[config.mk]
export PLATFORM = sky130hd
export DESIGN_NAME = tohc_cell
export DESIGN_NICKNAME = d
export VERILOG_FILES = /design/src/tohc_pkg.sv /design/src/tohc_cell.sv
export SDC_FILE = /design/constraint.sdc
export NUM_CORES = 1
export LEC_CHECK = 0
export BUFFER_PORTS_ARGS = -buffer_cell sky130_fd_sc_hd__buf_2
export CAP_MARGIN = 20
export CORE_ASPECT_RATIO = 2
export CORE_MARGIN = 2
export CORE_UTILIZATION = 59
export DETAILED_ROUTE_END_ITERATION = 10
export PLACE_DENSITY = 0.92
export SYNTH_ARGS = -nofsm -noshare
export SYNTH_HDL_FRONTEND = slang
export SYNTH_SLANG_ARGS = --single-unit
[constraint.sdc]
create_clock -name clock -period 7.79 [get_ports clock]
set_input_delay 0 -clock clock [delete_from_list [all_inputs] [get_ports clock]]
set_output_delay 0 -clock clock [all_outputs]
set_load 0.05 [all_outputs]
[src/tohc_pkg.sv]
package tohc_pkg;

   // Fixed field widths
   localparam int COORD_W    = 8;
   localparam int WIN_W      = 8;
   localparam int TRACK_ID_W = 6;
   localparam int CSR_IDX_W  = 2;

   // Register indexes
   localparam logic [CSR_IDX_W-1:0] CSR_X_WINDOW = 2'd0;
   localparam logic [CSR_IDX_W-1:0] CSR_Y_WINDOW = 2'd1;
   localparam logic [CSR_IDX_W-1:0] CSR_Z_WINDOW = 2'd2;

   localparam logic [WIN_W-1:0] WIN_RESET = 8'd1;

   // Three cube coordinates, also used for the three windows
   typedef struct packed {
      logic [COORD_W-1:0] z;
      logic [COORD_W-1:0] y;
      logic [COORD_W-1:0] x;
   } coord3_type;

   // Control that travels with a hit word along the chain
   typedef struct packed {
      logic live;     // a hit word occupies this stage
      logic clear;    // first of event: cells drop their track
      logic claimed;  // some cell already took the hit
      logic opened;   // the claiming cell started a new track
   } tok_flags_type;

endpackage

[src/tohc_cell.sv]
// One track slot: holds the last position of one track and compares the passing hit.
module tohc_cell #(
   parameter int ID_W     = 6,
   parameter int CELL_IDX = 0
) (
   input  logic                   clock,
   input  logic                   reset,
   input  tohc_pkg::coord3_type   win,
   input  tohc_pkg::tok_flags_type flags_in,
   input  tohc_pkg::coord3_type   hit_in,
   input  logic [ID_W-1:0]        id_in,
   output tohc_pkg::tok_flags_type flags_out,
   output tohc_pkg::coord3_type   hit_out,
   output logic [ID_W-1:0]        id_out
);
   import tohc_pkg::*;

   logic          valid_ff, valid_in;
   coord3_type    pos_ff, pos_in;
   tok_flags_type flags_ff, flags_in_nx;
   coord3_type    hit_ff;
   logic [ID_W-1:0] id_ff, id_nx;

   logic       valid_eff;
   logic       near;
   logic [COORD_W-1:0] dx, dy, dz;

   // Absolute distances per axis
   assign dx = (hit_in.x > pos_ff.x) ? hit_in.x - pos_ff.x : pos_ff.x - hit_in.x;
   assign dy = (hit_in.y > pos_ff.y) ? hit_in.y - pos_ff.y : pos_ff.y - hit_in.y;
   assign dz = (hit_in.z > pos_ff.z) ? hit_in.z - pos_ff.z : pos_ff.z - hit_in.z;

   assign valid_eff = valid_ff && !flags_in.clear;
   assign near      = (dx <= win.x) && (dy <= win.y) && (dz <= win.z);

   // Join, open or pass
   always_comb begin
      valid_in    = valid_ff;
      pos_in      = pos_ff;
      flags_in_nx = flags_in;
      id_nx       = id_in;
      if (flags_in.live) begin
         if (flags_in.clear) begin
            valid_in = 1'b0;
         end
         if (!flags_in.claimed && valid_eff && near) begin
            pos_in              = hit_in;
            flags_in_nx.claimed = 1'b1;
            flags_in_nx.opened  = 1'b0;
            id_nx               = ID_W'(CELL_IDX);
         end else if (!flags_in.claimed && !valid_eff) begin
            // first free slot: table entries stay a contiguous prefix
            pos_in              = hit_in;
            valid_in            = 1'b1;
            flags_in_nx.claimed = 1'b1;
            flags_in_nx.opened  = 1'b1;
            id_nx               = ID_W'(CELL_IDX);
         end
      end
   end

   // Control state
   always_ff @(posedge clock) begin
      if (reset) begin
         valid_ff <= 1'b0;
         flags_ff <= '0;
      end else begin
         valid_ff <= valid_in;
         flags_ff <= flags_in_nx;
      end
   end

   // Payload
   always_ff @(posedge clock) begin
      pos_ff <= pos_in;
      hit_ff <= hit_in;
      id_ff  <= id_nx;
   end

   assign flags_out = flags_ff;
   assign hit_out   = hit_ff;
   assign id_out    = id_ff;

endmodule

; After elaboration in Yosys (flattened, before gate mapping)
; Cells that the tools add are included.
[totals]
latchBits = 0
inputBits = 60
register_bits = 59
romBits = 0
ramBits = 0
output_inout_bits = 34
n_memories = 0
word_cells = 49
[classes]
bitwise_logic = 0
n_reduce_logical = 11
n_eq_ne = 0
shifts = 0
n_mul = 0
div = 0
n_addsub = 6
n_mux = 14
order_cmp = 6
[ops]
columns = op, n
row1 = two-way mux 24 bit, 2
row2 = subtractor 8 bit, 6
row3 = greater-than comparator 8 bit, 3
row4 = less-or-equal comparator 8 bit, 3
row5 = two-way mux 8 bit, 3
row6 = two-way mux 6 bit, 3
row7 = logical AND 1 bit, 6
row8 = two-way mux 2 bit, 3
row9 = zero test 1 bit, 3
row10 = two-way mux 1 bit, 3
row11 = AND reduction 2 bit, 1
row12 = nonzero test 2 bit, 1

; Logic depth before layout (Yosys ltp)
[logic_depth]
ltp_word = 8
depth_mapped = 17
mapped_depth_nobuf = 17

; Worst setup path before layout
; OpenSTA, ideal clock, no wires.
[synth_timing]
path_type = reg2reg
startpoint = reg pos_ff[16] (netlist bit)
endpoint = reg pos_ff[0] (netlist bit) (enable)
t_arrival_ps = 3778
period_less_slack_ps = 4161
setup_slack_ps = 3629
path_buffers = 0
t_required_ps = 7407
setup_ps = 383
path_stages_with_launch = 16
path_cell_list = edfxtp_1 > ha_1 > inv_1 > fa_1 > a21o_1 > a21oi_1 > or3_4 > a21oi_4 > mux2_2 > ha_1 > nor2b_1 > o211ai_1 > a21oi_1 > o22a_1 > o311ai_2 > and2_1
[synth_via]
elab_chain_cells = 7
elab_cells_between_ends = 9
cone_classes = add/sub (2) / order compare (2) / mux (1) / reduce/logical (4)
[synth_lines]
columns = item, line_no
row1 = start: declaration, tohc_cell.sv:19  ; coord3_type pos_ff, pos_in;
row2 = start signal: assignment, tohc_cell.sv:75  ; pos_ff <= pos_in;
row3 = subtractor 8 bit or greater-than comparator 8 bit (tied branches), tohc_cell.sv:31  ; assign dz = (hit_in.z > pos_ff.z) ? hit_in.z - pos_ff.z : pos_ff.z - hit_in.z;
row4 = two-way mux 8 bit *, tohc_cell.sv:31
row5 = less-or-equal comparator 8 bit *, tohc_cell.sv:34  ; assign near = (dx <= win.x) && (dy <= win.y) && (dz <= win.z);
row6 = logical AND 1 bit *, tohc_cell.sv:34
row7 = logical AND 1 bit *, tohc_cell.sv:46  ; if (!flags_in.claimed && valid_eff && near) begin
row8 = nonzero test 2 bit (no line) *, --
row9 = AND reduction 2 bit (no line) *, --
; Every way passes the cells marked *; elsewhere a longest branch is shown, timed or not.
; A chain may end at the register's enable or synchronous reset.

; Worst setup path in the final report
[layout_timing]
startpoint = reg pos_ff[16] (netlist bit)
endpoint = reg pos_ff[18] (netlist bit) (enable)
; Same word-level chain as after synthesis.

==> flow_summary.rst <==
.. list-table::
   :header-rows: 1

   * - Metric
     - Value
   * - Result of the run
     - finished clean
   * - CP max FO
     - 19
   * - Maximum clock skew at final layout
     - 0.00929 ns
   * - Fraction of the cycle the final worst path needs
     - 58.5%
   * - Violation count after the first detailed-route iteration
     - 220
   * - Initial core utilization
     - 60.8%
   * - CTS Buf Count
     - 9
   * - Max transition margin
     - 66.0%
   * - Total number of nets in the final design
     - 703
   * - PortBufs
     - 93
   * - Final wirelength
     - 10300 um
   * - Critical Path Slowest Stage Cell
     - sky130_fd_sc_hd__o311ai_2
   * - Total via count after detailed routing
     - 3652
   * - Average cell area after synthesis
     - 9.66 um2
   * - Initial antenna violation count
     - 1
   * - Main flop type after synthesis
     - sky130_fd_sc_hd__dfxtp_1
   * - WP buf/inv
     - 2
   * - Endpoints failing setup
     - 0
   * - Buffer levels on the longest clock path
     - 2
   * - Level count of the clock H-tree
     - 3
   * - Slew at the pin with the worst max-slew slack
     - 0.508 ns
   * - Sequential-to-total area share from yosys stat
     - 34.0%
   * - Number of optimization iterations in the first detailed-route pass
     - 4
   * - Buffers inserted during post-CTS setup optimization
     - 0
   * - Number of max-slew violations in the final report
     - 0
   * - Classification of the worst-slack hold path
     - input pin to register
   * - Cell family with most CP delay
     - compound AO/OA/AOI/OAI gates
   * - HPWL Detailed
     - 7580 um
   * - Overall track demand over capacity in global routing
     - 27.7%
   * - Die outline width
     - 63.5 um
   * - TritonCTS clock tree
     - done
   * - Ratio of cells with drive above 1 in the final layout
     - 22.2%
   * - Count of unique library cells instantiated by Yosys
     - 49
   * - Antenna-violating nets left
     - 0
   * - Core area
     - 6890 um2
   * - Element type at the critical path start
     - register
   * - Largest voltage drop on the vdd net
     - 0.212 mV
   * - CTS-repair resized insts
     - 0
   * - Post-synthesis instance area
     - 4180 um2
   * - Syn Inst Count
     - 433
   * - Global route total overflow
     - 0
   * - Mean routed wirelength per cell
     - 15.5 um
   * - Crit-path max cell delay
     - 0.46 ns
   * - Cell leakage power
     - 2.73 nW
   * - Flops & latches, synth
     - 59
   * - Max Cap Violations
     - 0
   * - Endpoint arrival time on the critical path
     - 4.59 ns
   * - Die outline area
     - 7820 um2
   * - Cells along the critical path
     - ha_1, inv_1, fa_1, a21o_1, a21oi_1, or3_4, a21oi_4, mux2i_1, xor2_1, ha_1, a21oi_1, o21ai_0, o22a_1, o311ai_2, and2_1, buf_16
   * - Critical path class
     - register to register
   * - Min cycle time layout
     - 4.55 ns
   * - Pin count of the biggest net entering global routing
     - 25
   * - Avg Vias per Cell
     - 5.50
   * - Syn nets
     - 568
   * - Hold violation total from the final report
     - 0
   * - # rows
     - 43
   * - I/O pins
     - 94
   * - Area overhead of the layout relative to synthesis
     - 29.6%
   * - Ratio of total power to cell area
     - 199 nW/um2
   * - CTS clock-pin slew for the worst setup and hold paths
     - 0.06 ns
   * - FFs w/ async S/R, synth
     - 0%
   * - Die Y
     - 123 um
   * - Wire length of the first global-routing pass
     - 16500 um
   * - Req. time, crit path
     - 7.83 ns
   * - CTS Root Buffer Type
     - sky130_fd_sc_hd__clkbuf_16
   * - Achievable clock frequency
     - 220 MHz
   * - Total number of yosys warnings
     - 0
   * - Number of flops mapped to enable cells by yosys
     - 24
   * - Clock net sink count
     - 59
   * - Number of global-route vias before repair
     - 3754
   * - Final total negative setup slack
     - 0 ns
   * - RSZ-0062 raised after global routing
     - no
   * - Worst skew pair latency
     - 0.34 ns
   * - Endpoint kind of the worst setup timing path
     - register
   * - Final GP Congestion
     - 0.948
   * - # DRC
     - 0
   * - Finished Core Util
     - 78.8%
stage by stage:
stage | setup WS [ns] | power (mW) | cell area (um2) | hold slack, ns | cells
floorplan | 3.63 | 0.576 | 4180 | 0.0277 | 433
global placement | 3.13 | 0.643 | 4730 | 0.144 | 611
detailed placement | 2.94 | 0.655 | 4730 | 0.144 | 611
CTS | 2.87 | 1.08 | 5390 | 0.0344 | 662
global route | 3.01 | 1.13 | 5420 | 0.120 | 664
finish | 3.24 | 1.08 | 5420 | 0.0522 | 664
cell usage after synthesis, types with 6 or more instances:
cell type                   n  area share, %
sky130_fd_sc_hd__inv_1     77            6.9
sky130_fd_sc_hd__ha_1      69             21
sky130_fd_sc_hd__a21oi_1   35            4.2
sky130_fd_sc_hd__dfxtp_1   35             17
sky130_fd_sc_hd__edfxtp_1  24             17
sky130_fd_sc_hd__nor2_1    23            2.1
sky130_fd_sc_hd__o21ai_0   16            1.9
sky130_fd_sc_hd__nand2_1   15            1.3
sky130_fd_sc_hd__mux2i_1   13            3.1
sky130_fd_sc_hd__xnor2_1   10            2.1
sky130_fd_sc_hd__nand4_1    9            1.3
sky130_fd_sc_hd__a211oi_1   8            1.4
sky130_fd_sc_hd__a21o_1     8            1.4
sky130_fd_sc_hd__xor2_1     8            1.7
sky130_fd_sc_hd__a21boi_0   6            1.1
sky130_fd_sc_hd__fa_1       6            2.9
sky130_fd_sc_hd__nor2b_1    6           0.90
sky130_fd_sc_hd__nor3_1     6           0.72
repair_timing:
action,CTS,global route
hold buffers,35,0
setup endpoints to repair,0,0
endpoints found under the hold margin,59,0
layout by cell type, fill, tap and decap left out, types with 2 or more instances in the layout:
master,Yosys,final
sky130_fd_sc_hd__clkbuf_16,0,11
sky130_fd_sc_hd__nor2b_1,6,6
sky130_fd_sc_hd__a21o_1,8,8
sky130_fd_sc_hd__fa_1,6,6
sky130_fd_sc_hd__nand2b_1,3,3
sky130_fd_sc_hd__mux2_2,4,4
sky130_fd_sc_hd__dlygate4sd3_1,0,35
sky130_fd_sc_hd__a21boi_0,6,6
sky130_fd_sc_hd__o22a_1,2,2
sky130_fd_sc_hd__o21bai_2,2,2
sky130_fd_sc_hd__o21ai_4,2,2
sky130_fd_sc_hd__and3_1,2,2
sky130_fd_sc_hd__xor2_1,8,8
sky130_fd_sc_hd__buf_2,3,93
sky130_fd_sc_hd__inv_4,0,2
sky130_fd_sc_hd__dfxtp_1,35,35
sky130_fd_sc_hd__mux2i_1,13,13
sky130_fd_sc_hd__o211ai_1,5,5
sky130_fd_sc_hd__and4_1,3,3
sky130_fd_sc_hd__inv_1,77,77
sky130_fd_sc_hd__a21oi_1,35,35
sky130_fd_sc_hd__o21ai_0,16,16
sky130_fd_sc_hd__nand4_1,9,9
sky130_fd_sc_hd__ha_1,69,69
sky130_fd_sc_hd__a211oi_1,8,8
sky130_fd_sc_hd__nor2_1,23,23
sky130_fd_sc_hd__a221o_1,2,2
sky130_fd_sc_hd__edfxtp_1,24,24
sky130_fd_sc_hd__nand2_1,15,15
sky130_fd_sc_hd__nand3b_1,3,3
sky130_fd_sc_hd__a21oi_2,2,2
sky130_fd_sc_hd__nor3_1,6,6
sky130_fd_sc_hd__nand3_1,5,5
sky130_fd_sc_hd__xnor2_1,10,10
sky130_fd_sc_hd__o41ai_1,4,4
layout make-up:
class	instances	area, um2
antenna	1	2.50
clock buffer	12	289
clock inverter	4	26.3
fill	478	1460
inverter	77	289
multi-input combinational	292	2440
sequential	59	1420
tap	90	113
timing repair buffer	129	843
flip-flops by register name, summed over array words and instances, names as in the netlist:
name	cells
pos_ff	24
valid_ff	1
id_out	6
hit_out	24
flags_out	4
kinds of logic after synthesis:
kind of cell	after synthesis	synth area share, %
XOR/XNOR	18	3.77
AND/OR/NAND/NOR	80	9.78
adder cells (fa/ha/maj)	75	23.5
AO/OA/AOI/OAI	101	16.7
flip-flops	59	34.0
multiplexers	18	4.55
buffers and inverters	82	7.72
per-layer routing:
layer	wire [um]	part of all wire (%)	vias up	global-route usage, %
met1	3450	34	1702	25.2
met2	5830	57	128	53.0
met3	414	4.0	43	5.19
met5	0	0	-	0
met4	590	5.7	0	20.4
li1	-	-	1779	-
worst reg2reg max path: cells and delay by family (launching register included):
family	cells	cell delay, ns
AND/OR/NAND/NOR	2	0.79
flip-flops	1	0.41
buffers and inverters	2	0.30
adder cells (fa/ha/maj)	3	0.73
multiplexers	1	0.34
XOR/XNOR	1	0.21
AO/OA/AOI/OAI	7	1.47
final timing paths:
path | startpoint | slack [ns] | endpoint | cells past startpoint
setup / recovery | pos_ff[16] | 3.24 | pos_ff[18] | 16
setup reg to reg | pos_ff[16] | 3.24 | pos_ff[18] | 16
hold reg to reg | valid_ff | 0.57 | valid_ff | 2
hold / removal | flags_in[0] | 0.05 | flags_out[0] | 4
where the power goes:
group / switching, mW / internal (mW)
clock network: 0.144 / 0.263
logic: 0.189 / 0.135
registers: 0.00624 / 0.340
(Power assumes the default switching activity.)
